**config.mk**
```make
export PLATFORM = sky130hd
export DESIGN_NAME = tvna_ram
export DESIGN_NICKNAME = d
export VERILOG_FILES = /design/src/rtl/tvna_ram.sv
export SDC_FILE = /design/constraint.sdc
export NUM_CORES = 1
export LEC_CHECK = 0
export BUFFER_PORTS_ARGS = -buffer_cell sky130_fd_sc_hd__buf_2
export CAP_MARGIN = 20
export CORE_AREA = 2 2 102 104
export DETAILED_ROUTE_END_ITERATION = 10
export DIE_AREA = 0 0 104 106
export GPL_TIMING_DRIVEN = 0
export PLACE_DENSITY = 0.73
export SLEW_MARGIN = 20
export SYNTH_ARGS = -nofsm -noshare
export SYNTH_HDL_FRONTEND = slang
export SYNTH_SLANG_ARGS = --single-unit
```
**constraint.sdc**
```tcl
create_clock -name clk -period 2.2 [get_ports clk]
set_clock_uncertainty 0.15 [all_clocks]
set_input_delay 0.44 -clock clk [delete_from_list [all_inputs] [get_ports clk]]
set_output_delay 0.44 -clock clk [all_outputs]
set_load 0.02 [all_outputs]
```
**src/rtl/tvna_ram.sv**
```systemverilog
// tvna_ram: generic single-write, single-read memory with registered read.
// No dependencies.
`default_nettype none

module tvna_ram #(
  parameter int WIDTH = 8,
  parameter int DEPTH = 16
) (
  input  logic                     clk,
  input  logic                     we,
  input  logic [$clog2(DEPTH)-1:0] waddr,
  input  logic [WIDTH-1:0]         wdata,
  input  logic                     re,
  input  logic [$clog2(DEPTH)-1:0] raddr,
  output logic [WIDTH-1:0]         rdata
);

  logic [WIDTH-1:0] mem [DEPTH];
  logic [WIDTH-1:0] rdata_r;

  // write port
  always_ff @(posedge clk) begin
    if (we) begin
      mem[waddr] <= wdata;
    end
  end

  // read port, data held until the next read
  always_ff @(posedge clk) begin
    if (re) begin
      rdata_r <= mem[raddr];
    end
  end

  assign rdata = rdata_r;

endmodule

`default_nettype wire

```
## Word-level counts from Yosys, hierarchy flattened

Memory sizes are Yosys's and may differ from the RTL's. A register that Yosys moved wholly into a read port is not among the register bits.
Cells that the tools add are included.

| storage, ports and cells | value |
|---|---|
| memories kept | 1 |
| output and inout port bits | 8 |
| register bits | 0 |
| memory bits (writable) | 128 |
| bits of input ports | 19 |
| word-level logic and storage cells | 3 |

| cells by class | value |
|---|---|
| mux-type cells | 2 |

Memories:

| name | depth | width | read ports | clocked after Yosys merged registers in | write ports | line | source |
|---|---|---|---|---|---|---|---|
| mem | 16 | 8 | 1 | 1 | 1 | 18 | `logic [WIDTH-1:0] mem [DEPTH];` |

Operator list:

| operator | count |
|---|---|
| $mux W1 | 2 |

## Depth between registers and ports, before layout

| depth | value |
|---|---|
| depth after elaboration | 2 |
| gate-level depth with buffers | 5 |
| depth with buffers taken out | 3 |

## Worst setup path after synthesis

No wires, ideal clock.

| timing path | value |
|---|---|
| kind | input port to flip-flop |
| from | input port waddr[2] |
| to | memory mem[0][0] (enable) |
| setup time | 383 ps |
| cell stages on the path | 2 |
| buffers on the path | 0 |
| data arrival time | 1550 ps |
| required time | 1667 ps |
| path slack | 117 ps |
| path through | or3b_2 nor3_1 |

RTL lines:

| what | line | source |
|---|---|---|
| start: declaration | 11 | `input logic [$clog2(DEPTH)-1:0] waddr,` |
| end: declaration | 18 |  |

Straight into the memory's write port.

## Worst setup path after layout

| timing path | value |
|---|---|
| from | input port waddr[2] |
| to | memory mem[2][2] (enable) |

Straight into the memory's write port.

==> summary.md <==
| Metric | Value |
|---|---|
| Peak supply drop | `0.000514 V` |
| Total net switching power | `1.15 mW` |
| CTS Hold Bufs | `0` |
| Global-route wire length before repair | `between 10000 and 15000 µm` |
| H-tree Lvls | `4` |
| Worst setup EP type | `register` |
| R2R depth | `3` |
| Clock sink total | `between 100 and 150` |
| Slew @ Worst Pin | `0.840 ns` |
| ANT cells | `0` |
| Via density per instance | `just under 6` |
| ANT nets after route | `0` |
| Crit path DAT | `1.76 ns` |
| Total Neg Setup Slack | `0 ns` |
| Worst setup SP type | `input pin` |
| Final Hold Fails | `0` |
| Max Root-Sink Buffers | `2` |
| Synth Area in Compound Gates | `roughly 2.3%` |
| CP Class | `input pin to register` |
| Final Core Density | `60.5%` |
| Worst hold path class | `input pin to register` |
| Fin crit period | `between 1.5 and 2 ns` |
| Fraction of the mapped netlist area in simple logic gates | `around 3.1%` |
| Die Area | `about 11000 µm²` |
| Relative max-transition margin | `43.8%` |
| Share of layout cells above drive strength 1 | `about 30%` |
| TritonCTS clock tree | `built` |
| Total GRT Usage | `between 15 and 20%` |
| Adder-Cell Fraction of Synth Area | `0%` |
| DRC | `0` |
| CTS buffer count | `17` |
| Number of global-route vias before repair | `2514` |
| Hold Crit Depth | `1` |
| Pleak | `a little over 2 nW` |
| Required time worst endpoint | `~2.2 ns` |
| Clock root buffer master | `clkbuf_8` |
| Largest family of logic cells by synthesized area | `multiplexers` |
| Status | `finished clean` |
| Fillers | `just over 700` |
| Core area | `about 10000 µm²` |
| Combinational cell fraction of total power | `between 5 and 6%` |
| Commonest cells after routing, fill and taps aside | `136 x edfxtp_1, 29 x buf_2, 18 x mux4_2, 16 x a22oi_1, 16 x clkbuf_16` |
| Synth cell types | `18` |
| Initial antenna violation count | `0` |
| Slack of the critical path | `0.429 ns` |
| Max Fclk | `565 MHz` |
| Starting Density | `around 52%` |
| Clock power frac | `a little over two fifths` |
| First-pass detailed-route iteration total | `4` |
| Post_cts resized | `0` |
| Vias after detailed routing | `2439` |
| Mean Syn Cell Area | `around 23 µm²` |
| Critical path peak fanout | `8` |
| Site row count | `37` |
| Post-Syn Nets | `248` |
| Wire per inst | `about 23 µm` |
| CTS clock-pin slew for the worst setup and hold paths | `0.06 ns` |
| Sw frac | `between 20% and 30%` |
| Synthesis Warnings | `0` |
| Drt total wl | `roughly 9800 µm` |
| Yosys reg bits | `around 140` |
| Reg power frac | `51.8%` |
| Largest net degree at the start of global routing | `17` |
| Port Buf Inserts | `25` |
| Die extent in x | `approximately 100 µm` |
| Nets | `about 300` |
| Fin crit share | `~81%` |
| Dpl hpwl | `between 6000 and 7000 µm` |
| Post-Synth XOR/XNOR Area | `0%` |
| Final setup fails | `0` |
| Maxcap violations | `0` |
| I/O pins | `27` |
| RSZ-0062 raised after global routing | `false` |
| Slew Limit Fails | `0` |
| Area grow syn2layout | `15.8%` |
| Seq/Total Area, Yosys | `about 78%` |
| Routability congestion estimate | `a little over 0.7` |
| Cell internal pwr | `4.51 mW` |
| Clock Latency Late Sink | `0.52 ns` |
| Pre-CTS setup slack | `-0.0920 ns` |
| # Post-CTS Setup Buffers | `0` |
| DIE HEIGHT | `~110 µm` |
| Syn Inst Count | `between 200 and 250` |
| Initial detailed-routing violation count | `~210` |
| Commonest non-fill, non-tap cell in the layout | `edfxtp_1` |
| Pwr Density | `~930 nW/µm²` |
| Overflow after GRT | `0` |
| Post-synthesis mux area share | `about 15%` |
| Post-Syn Area | `~5200 µm²` |
[logic make-up (layout without fill, tap and decap cells)]
group	after synthesis	in the layout
flip-flops	136	136
AND/OR/NAND/NOR	35	35
multiplexers	32	32
AO/OA/AOI/OAI	16	16
buffers and inverters	10	68
[synthesized netlist by cell type]
cell | n | area (µm²)
edfxtp_1 | 136 | 4080
mux4_2 | 18 | 405
a22oi_1 | 16 | 120
mux4_1 | 14 | 368
nor2_1 | 13 | 48.8
nand2_1 | 9 | 33.8
nor3_1 | 4 | 20.0
buf_2 | 3 | 15.0
buf_6 | 3 | 33.8
clkdlybuf4s25_2 | 3 | 30.0
nand2b_1 | 2 | 12.5
nand3b_1 | 2 | 15.0
and2_1 | 1 | 6.26
and2b_1 | 1 | 7.51
buf_4 | 1 | 7.51
nand3_1 | 1 | 5.00
nor2b_1 | 1 | 6.26
or3b_2 | 1 | 8.76
[area by class of cell]
| type | count | area [µm²] | share of cell area [%] |
|---|---|---|---|
| Clock buffer | 21 | 429 | 7.09 |
| Buffer | 10 | 86.3 | 1.43 |
| Multi-Input combinational cell | 83 | 1070 | 17.7 |
| Timing Repair Buffer | 26 | 130 | 2.15 |
| Sequential cell | 136 | 4080 | 67.5 |
| Tap cell | 136 | 170 | 2.81 |
| Clock inverter | 11 | 82.6 | 1.36 |
[path summary, 6_finish.rpt]
check,start,slack (ns),endpoint
min,re,0.12,rdata[7]
max,waddr[2],0.43,mem[2][2]
min reg2reg,mem[9][0],0.63,rdata[0]
max reg2reg,mem[6][1],0.49,rdata[1]
[critical path, cell delays in order]
cell	delay [ns]
buf_2	0.11
or3b_2	0.54
nor2_1	0.67
[sequential cells by signal, summed over array words and instances (netlist names)]
register	count
rdata	8
mem	128
[power groups by stage]
stage	Combinational [mW]	Clock (mW)	Sequential [mW]
floorplan	0.147	0	3.00
global placement	0.276	0	2.98
detailed placement	0.288	0	2.99
CTS	0.290	2.47	2.93
global route	0.307	2.58	2.94
finish	0.287	2.44	2.93
[per-layer routing]
layer  global-route usage (%)  share of wire (%)  vias up
met1                     25.2                 40     1250
met5                        0                  0        -
met4                     7.82                1.5        0
li1                         -                  -     1069
met3                     5.46                7.5       11
met2                     31.3                 51      109
[per-stage QoR]
stage	std cells	hold WS [ns]	power (mW)	instance area, µm²
6_report	423	0.124	5.66	6050
5_1_grt	423	0.118	5.83	6050
4_1_cts	423	0.101	5.69	6050
3_5_place_dp	391	0.608	3.28	5540
3_3_place_gp	390	0.582	3.26	5520
2_1_floorplan	229	0.389	3.15	5230
Note: power is estimated with default switching activity, not from simulation.
