==> config.mk <==
export PLATFORM = sky130hd
export DESIGN_NAME = tvna_face
export DESIGN_NICKNAME = d
export VERILOG_FILES = /design/src/rtl/tvna_pkg.sv /design/src/rtl/tvna_face.sv
export SDC_FILE = /design/constraint.sdc
export NUM_CORES = 2
export LEC_CHECK = 0
export ABC_AREA = 1
export BUFFER_PORTS_ARGS = -buffer_cell sky130_fd_sc_hd__buf_2
export CAP_MARGIN = 0
export CORE_MARGIN = 5
export CORE_UTILIZATION = 30
export CTS_CLUSTER_DIAMETER = 40
export DETAILED_ROUTE_END_ITERATION = 16
export PLACE_DENSITY = 0.5
export SYNTH_ARGS = -nofsm -noshare
export SYNTH_HDL_FRONTEND = slang
export SYNTH_SLANG_ARGS = --single-unit
==> constraint.sdc <==
create_clock -name clk -period 8.3 [get_ports clk]
set_input_delay 0.83 -clock clk [delete_from_list [all_inputs] [get_ports clk]]
set_output_delay 0.83 -clock clk [all_outputs]
set_load 0.02 [all_outputs]
==> src/rtl/tvna_pkg.sv <==
// tvna_pkg: widths, command and state codes, datapath control struct
// and the saturating average used by the triangle vertex normal averager.
// No dependencies.
`default_nettype none

package tvna_pkg;

  // store sizes
  localparam int VERTEX_COUNT = 1024;
  localparam int COORD_BITS   = 16;
  localparam int ADDR_W       = $clog2(VERTEX_COUNT);

  // fixed field widths
  localparam int CMD_W  = 2;
  localparam int IDX_W  = 10;
  localparam int NORM_W = 36;

  // cross product datapath widths
  localparam int DIFF_W = COORD_BITS + 1;
  localparam int PROD_W = 2 * DIFF_W;
  localparam int FACE_W = PROD_W + 1;
  localparam int SUM_W  = ((FACE_W > NORM_W) ? FACE_W : NORM_W) + 1;

  // packed memory words, x in the low lane
  localparam int POS_WORD_W = 3 * COORD_BITS;
  localparam int NRM_WORD_W = 3 * NORM_W;

  typedef enum logic [CMD_W-1:0] {
    CMD_WR_VERT  = 2'd0,
    CMD_WR_NORM  = 2'd1,
    CMD_TRIANGLE = 2'd2,
    CMD_RD_NORM  = 2'd3
  } cmd_t;

  typedef enum logic [3:0] {
    ST_CLEAR,
    ST_IDLE,
    ST_RD_B,
    ST_RD_C,
    ST_DIFF,
    ST_MUL1,
    ST_MUL2,
    ST_FACE,
    ST_UPD_A,
    ST_UPD_B,
    ST_UPD_C,
    ST_READ
  } state_t;

  // stage enables for the face normal datapath
  typedef struct packed {
    logic cap_a;
    logic cap_b;
    logic diff;
    logic mul1;
    logic mul2;
    logic face;
  } face_ctl_t;

  // index within the store
  function automatic logic idx_ok(input logic [IDX_W-1:0] idx);
    return (32'(idx) < VERTEX_COUNT);
  endfunction

  // index to memory address, zero-extended or truncated
  function automatic logic [ADDR_W-1:0] to_addr(input logic [IDX_W-1:0] idx);
    logic [IDX_W+ADDR_W-1:0] wide;
    wide = {{ADDR_W{1'b0}}, idx};
    return wide[ADDR_W-1:0];
  endfunction

  // floor((old + face) / 2), saturated to the normal range
  function automatic logic [NORM_W-1:0] avg_sat(input logic [NORM_W-1:0] old_v,
                                                input logic [FACE_W-1:0] face_v);
    logic [SUM_W-1:0] sum;
    logic [SUM_W-2:0] half;
    logic             ovf;
    sum  = {{(SUM_W-NORM_W){old_v[NORM_W-1]}}, old_v}
         + {{(SUM_W-FACE_W){face_v[FACE_W-1]}}, face_v};
    half = sum[SUM_W-1:1];
    ovf  = !(&half[SUM_W-2:NORM_W-1]) && (|half[SUM_W-2:NORM_W-1]);
    if (!ovf) begin
      return half[NORM_W-1:0];
    end else if (half[SUM_W-2]) begin
      return {1'b1, {(NORM_W-1){1'b0}}};
    end else begin
      return {1'b0, {(NORM_W-1){1'b1}}};
    end
  endfunction

endpackage

`default_nettype wire

==> src/rtl/tvna_face.sv <==
// tvna_face: face normal datapath, edge differences and the cross product
// (b-a) x (c-a) on three shared multipliers, a mul1 pass then a mul2 pass.
// Depends on tvna_pkg.
`default_nettype none

module tvna_face (
  input  logic                                   clk,
  input  tvna_pkg::face_ctl_t                    ctl,
  input  logic [tvna_pkg::POS_WORD_W-1:0]        pos_rdata,
  output logic signed [tvna_pkg::FACE_W-1:0]     face_x,
  output logic signed [tvna_pkg::FACE_W-1:0]     face_y,
  output logic signed [tvna_pkg::FACE_W-1:0]     face_z
);

  import tvna_pkg::*;

  logic [COORD_BITS-1:0] pos_x, pos_y, pos_z;
  logic [COORD_BITS-1:0] pa_x_r, pa_y_r, pa_z_r;
  logic [COORD_BITS-1:0] pb_x_r, pb_y_r, pb_z_r;
  logic signed [DIFF_W-1:0] ux_r, uy_r, uz_r, vx_r, vy_r, vz_r;
  logic signed [DIFF_W-1:0] opa_x, opb_x, opa_y, opb_y, opa_z, opb_z;
  logic signed [PROD_W-1:0] prod_x, prod_y, prod_z;
  logic signed [PROD_W-1:0] m1_x_r, m1_y_r, m1_z_r;
  logic signed [PROD_W-1:0] m2_x_r, m2_y_r, m2_z_r;
  logic signed [FACE_W-1:0] face_x_r, face_y_r, face_z_r;

  assign pos_x = pos_rdata[COORD_BITS-1:0];
  assign pos_y = pos_rdata[2*COORD_BITS-1:COORD_BITS];
  assign pos_z = pos_rdata[3*COORD_BITS-1:2*COORD_BITS];

  // capture vertex a and b positions
  always_ff @(posedge clk) begin
    if (ctl.cap_a) begin
      pa_x_r <= pos_x;
      pa_y_r <= pos_y;
      pa_z_r <= pos_z;
    end
    if (ctl.cap_b) begin
      pb_x_r <= pos_x;
      pb_y_r <= pos_y;
      pb_z_r <= pos_z;
    end
  end

  // edge vectors u = b-a, v = c-a (c comes straight off the read port)
  always_ff @(posedge clk) begin
    if (ctl.diff) begin
      ux_r <= {pb_x_r[COORD_BITS-1], pb_x_r} - {pa_x_r[COORD_BITS-1], pa_x_r};
      uy_r <= {pb_y_r[COORD_BITS-1], pb_y_r} - {pa_y_r[COORD_BITS-1], pa_y_r};
      uz_r <= {pb_z_r[COORD_BITS-1], pb_z_r} - {pa_z_r[COORD_BITS-1], pa_z_r};
      vx_r <= {pos_x[COORD_BITS-1], pos_x} - {pa_x_r[COORD_BITS-1], pa_x_r};
      vy_r <= {pos_y[COORD_BITS-1], pos_y} - {pa_y_r[COORD_BITS-1], pa_y_r};
      vz_r <= {pos_z[COORD_BITS-1], pos_z} - {pa_z_r[COORD_BITS-1], pa_z_r};
    end
  end

  // operand select: first pass positive terms, second pass negative terms
  always_comb begin
    if (ctl.mul1) begin
      opa_x = uy_r;  opb_x = vz_r;
      opa_y = uz_r;  opb_y = vx_r;
      opa_z = ux_r;  opb_z = vy_r;
    end else begin
      opa_x = uz_r;  opb_x = vy_r;
      opa_y = ux_r;  opb_y = vz_r;
      opa_z = uy_r;  opb_z = vx_r;
    end
  end

  assign prod_x = opa_x * opb_x;
  assign prod_y = opa_y * opb_y;
  assign prod_z = opa_z * opb_z;

  // product registers
  always_ff @(posedge clk) begin
    if (ctl.mul1) begin
      m1_x_r <= prod_x;
      m1_y_r <= prod_y;
      m1_z_r <= prod_z;
    end
    if (ctl.mul2) begin
      m2_x_r <= prod_x;
      m2_y_r <= prod_y;
      m2_z_r <= prod_z;
    end
  end

  // face normal
  always_ff @(posedge clk) begin
    if (ctl.face) begin
      face_x_r <= {m1_x_r[PROD_W-1], m1_x_r} - {m2_x_r[PROD_W-1], m2_x_r};
      face_y_r <= {m1_y_r[PROD_W-1], m1_y_r} - {m2_y_r[PROD_W-1], m2_y_r};
      face_z_r <= {m1_z_r[PROD_W-1], m1_z_r} - {m2_z_r[PROD_W-1], m2_z_r};
    end
  end

  assign face_x = face_x_r;
  assign face_y = face_y_r;
  assign face_z = face_z_r;

endmodule

`default_nettype wire

======== Word level (Yosys, flattened, before mapping) ========
Index checks and enable logic that the tools add are counted.
Widths: inputs -> output; s select.
operators by class
  mux-type cells .......................... 6
  multipliers ............................. 3
  add/sub/neg operators ................... 9
operators with widths
  operator        count
  $sub 34x34->35  3
  $mul 17x17->34  3
  $mux 17         6
  $sub 16x16->17  6
word-level totals
  word-level logic and storage cells ...... 39
  bits in registers ....................... 507
  output and inout port bits .............. 105

======== Longest topological paths before layout ========
  depth in word-level cells ............... 2
  depth in mapped cells ................... 31
  mapped depth without buffers ............ 29

======== Worst setup path before layout ========
OpenSTA, ideal clock, no wires.
  path type ............................... input to register
  start point ............................. input ctl[2] (netlist name)
  end point ............................... register m1_x_r[33], data pin
  buffers on the path ..................... 3
  library setup time ...................... 0.256 ns
  cell stages on the path ................. 22
  path slack .............................. 1.882 ns
  arrival ................................. 6.162 ns
  cells stage by stage .................... buf_6 -> buf_8 -> buf_8 -> nand2_1 -> o21ai_2 -> nor2_1 -> fa_1 -> fa_1 -> fa_1 -> fa_1 -> fa_1 -> inv_1 -> fa_1 -> inv_1 -> ha_1 -> nand2_1 -> nor2_1 -> inv_1 -> nor3_1 -> a21oi_1 -> nand2_1 -> nand2_1
between the ends
  cells in the longest elaborated chain, start to end .. 2
  elaborated cells on any way between the ends .. 3
  those cells by class .................... mul: 1; mux: 2
RTL lines
  item                    RTL line         text
  start: declaration      tvna_face.sv:8   input tvna_pkg::face_ctl_t ctl,
  $mux 17                 tvna_face.sv:59  if (ctl.mul1) begin
  $mul 17x17->34 *        tvna_face.sv:70  assign prod_x = opa_x * opb_x;
  named net prod_x[33]    tvna_face.sv:22  logic signed [PROD_W-1:0] prod_x, prod_y, prod_z;
  end signal: assignment  tvna_face.sv:77  m1_x_r <= prod_x;
  end: declaration        tvna_face.sv:23  logic signed [PROD_W-1:0] m1_x_r, m1_y_r, m1_z_r;
Mark *: on every way through the listed nets, which the timed path passes. The rest lies on a longest branch.
A chain may end at the register's enable or synchronous reset.

======== Worst setup path after layout ========
  start point ............................. input ctl[2] (netlist name)
  end point ............................... register m2_y_r[22], data pin
between the ends
  cells in the longest elaborated chain, start to end .. 2
  elaborated cells on any way between the ends .. 3
  those cells by class .................... mul: 1; mux: 2
RTL lines
  item                    RTL line         text
  $mux 17                 tvna_face.sv:59
  $mul 17x17->34 *        tvna_face.sv:71  assign prod_y = opa_y * opb_y;
  named net prod_y[22]    tvna_face.sv:22
  end signal: assignment  tvna_face.sv:83  m2_y_r <= prod_y;
  end: declaration        tvna_face.sv:24  logic signed [PROD_W-1:0] m2_x_r, m2_y_r, m2_z_r;
Marked as above.

==> results.yml <==
route:
  vias_per_cell: 4.584
  wl_um: 192400
  drt_iter0_markers: 3260
  drtAntennaViolNets: 0
  post_drt_wl_per_cell_um: 17.94
  firstDrtPassIters: 6
  num_vias: 49160
  drc: 0
timing:
  clock_skew_ps: 46.09
  timing.fmax_mhz: 139.2
  relSlewSlack_pct: 31.13
  hold_viol: 0
  final.period_utilization_pct: 86.53
  setup_tns_ps: 0
  min_period_ps: 7182
  drv_slew: 0
  rsz0062_at_grt: "no"
  setup_ws_ps: 1118
  worstMarginPinSlew_ps: 1026
  report.final.setup_viol: 0
place:
  place_congestion: 0.9346
  place.port_buffers: 159
  hpwl_um: 164400
  dp_slack_ps: 511.4
clock_tree:
  cts_setup_buffers: 0
  ctsResizeCount: 0
  cts_tree: "yes"
  cts_root_buf: "clkbuf_16"
  clock_latency_ps: 720
  clock_path_buffers: 3
  clk_pin_slew_worst_paths_ps: 50
  cts_sinks: 507
  numCtsBuffers: 91
  cts-htree-levels: 3
  cts-hold-fix-buffers: 0
synth:
  syn_area_um2: 63630
  netlist_top_cells_area: "fa_1 (28%), edfxtp_1 (24%), inv_1 (11%)"
  ys_ff_latch: 507
  async_flop_share_pct: 0
  seq_area_frac_synth_pct: 23.93
  synth_top_area_share_pct: 28.22
  synthAdderAreaFrac_pct: 37.13
  synth_edf_count: 507
  synth_top_area_cell: "fa_1"
  synth_xor_area_share_pct: 2.546
  syn_nets: 8982
  ys.flop_type: "edfxtp_1"
  synth_top_family_by_area: "adder cells"
  synth.distinct_cells: 43
  synth_compound_area_share_pct: 5.911
  yosysWarningCount: 0
  yosysMostFrequentCell: "inv_1"
  synth_cells: 7577
  yosys.area_share.simple_pct: 18.71
  synthMuxAreaShare_pct: 0.1062
  synth_common_cells: "inv_1 (1,790), nand2_1 (1,757), fa_1 (897), nor2_1 (827), edfxtp_1 (507)"
  synth.avg_cell_area_um2: 8.398
setup_path:
  path_max_fanout: 71
  setup.worst_path.start_class: "input port"
  path_buf_inv: 7
  arrival_ps: 7620
  crit_slowest_cell: "o21ai_1"
  cp_data_required_time_ps: 8740
  end_kind: "flip-flop"
  cp_common_cell: "nand2_1"
  crit_family: "adder cells"
  worstSetupPathType: "in2reg"
  cpPeakStageDelay_ps: 540
floorplan:
  die_y_um: 470.6
  row_count: 169
  ios: 160
  start_util_pct: 30.06
  die_area_um2: 221400
  coreArea_um2: 211700
  die_w_um: 470.6
grt:
  grt_max_degree: 86
  overflow: 0
  antenna_found_initial: 20
  grt_pass1_vias: 50830
  grt_usage_pct: 17.25
  grt_pass1_wl_um: 297700
layout:
  fillers: 22230
  layout-drive-gt1-share_pct: 6.743
  nets: 9220
  area_growth_syn_to_layout_pct: 12.06
flow_run:
  maxCapViolCount: 0
outcome:
  status: "completed"
worst_hold_path:
  hold_class: "in2reg"
-- cell type report --
cell class | instances | area, µm² | share of cell area [%]
Clock buffer | 95 | 2313 | 3.244
Clock inverter | 73 | 935.9 | 1.313
Antenna cell | 13 | 32.53 | 0.04562
Tap cell | 2821 | 3530 | 4.950
Timing Repair Buffer | 236 | 1416 | 1.986
Sequential cell | 507 | 15220 | 21.35
Inverter | 1831 | 6875 | 9.642
Multi-Input combinational cell | 5148 | 40980 | 57.47
-- layer usage --
layer	global-route usage, %	share of wire (%)	routed length (µm)
met5	0	0.036	69
met4	4.868	2.7	5185
met3	3.331	6.1	11810
met2	26.87	44	84660
met1	24.43	47	90630
-- registers in the layout (all words and copies together), names as in the netlist, 17 cells and up --
register,cells
face_z,35
vy_r,17
face_x,35
face_y,35
m2_x_r,34
m2_z_r,34
uz_r,17
vz_r,17
vx_r,17
m1_y_r,34
m1_z_r,34
m1_x_r,34
m2_y_r,34
ux_r,17
uy_r,17
-- cell families (layout without fill, tap and decap cells) --
| logic type | count (synthesis) | in the layout |
|---|---|---|
| and+or+nand+nor | 2991 | 2991 |
| buffers and inverters | 1922 | 2235 |
| adders and majority gates | 1350 | 1350 |
| AOI/OAI and AO/OA | 619 | 619 |
| DFF | 507 | 507 |
| xor gates and xnor gates | 185 | 185 |
| muxes | 3 | 3 |
| other | 0 | 13 |
-- per-stage QoR --
stage	hold WS [ps]	instances	utilization, %	instance area (µm²)
after detailed placement	642.2	10540	32.14	68020
after CTS	281.5	10710	33.67	71270
after floorplan	606.7	7577	-	63630
final	353.1	10720	33.69	71310
after global placement	646.7	10540	32.14	68020
after global routing	305.6	10720	33.68	71280
-- final timing paths --
kind                 from    endpoint  slack [ps]  cells after the start
min          pos_rdata[0]   pa_x_r[0]         350                      1
max                ctl[2]  m2_y_r[22]        1120                     25
min reg2reg     m2_y_r[0]   face_y[0]         640                      2
max reg2reg      uz_r[16]  m1_x_r[28]        1230                     18
-- cell usage in the layout (no fill, tap or decap), types with 8 or more instances in the layout --
cell | synthesis | routed
bufinv_16 | 0 | 13
inv_2 | 40 | 40
xnor2_1 | 37 | 37
buf_2 | 70 | 155
o21bai_1 | 38 | 38
nand3b_1 | 13 | 13
a21o_1 | 8 | 8
diode_2 | 0 | 13
o21ai_0 | 134 | 127
inv_6 | 0 | 20
nand3_1 | 234 | 234
o21ai_1 | 30 | 37
nor3_1 | 60 | 60
edfxtp_1 | 507 | 507
a31oi_1 | 11 | 11
a21oi_1 | 296 | 296
o21ai_4 | 24 | 24
nand2_1 | 1757 | 1757
inv_1 | 1790 | 1790
buf_4 | 14 | 78
fa_1 | 897 | 897
clkinvlp_4 | 0 | 8
nand4_1 | 70 | 70
o21ai_2 | 45 | 45
xor2_1 | 148 | 148
clkbuf_16 | 0 | 92
ha_1 | 453 | 453
or2_2 | 11 | 11
nor2_1 | 827 | 827
o31ai_1 | 13 | 13
clkinv_4 | 0 | 9
Power is not shown: default switching activity piles up to over one toggle a cycle in this logic, so the estimate is an artifact.
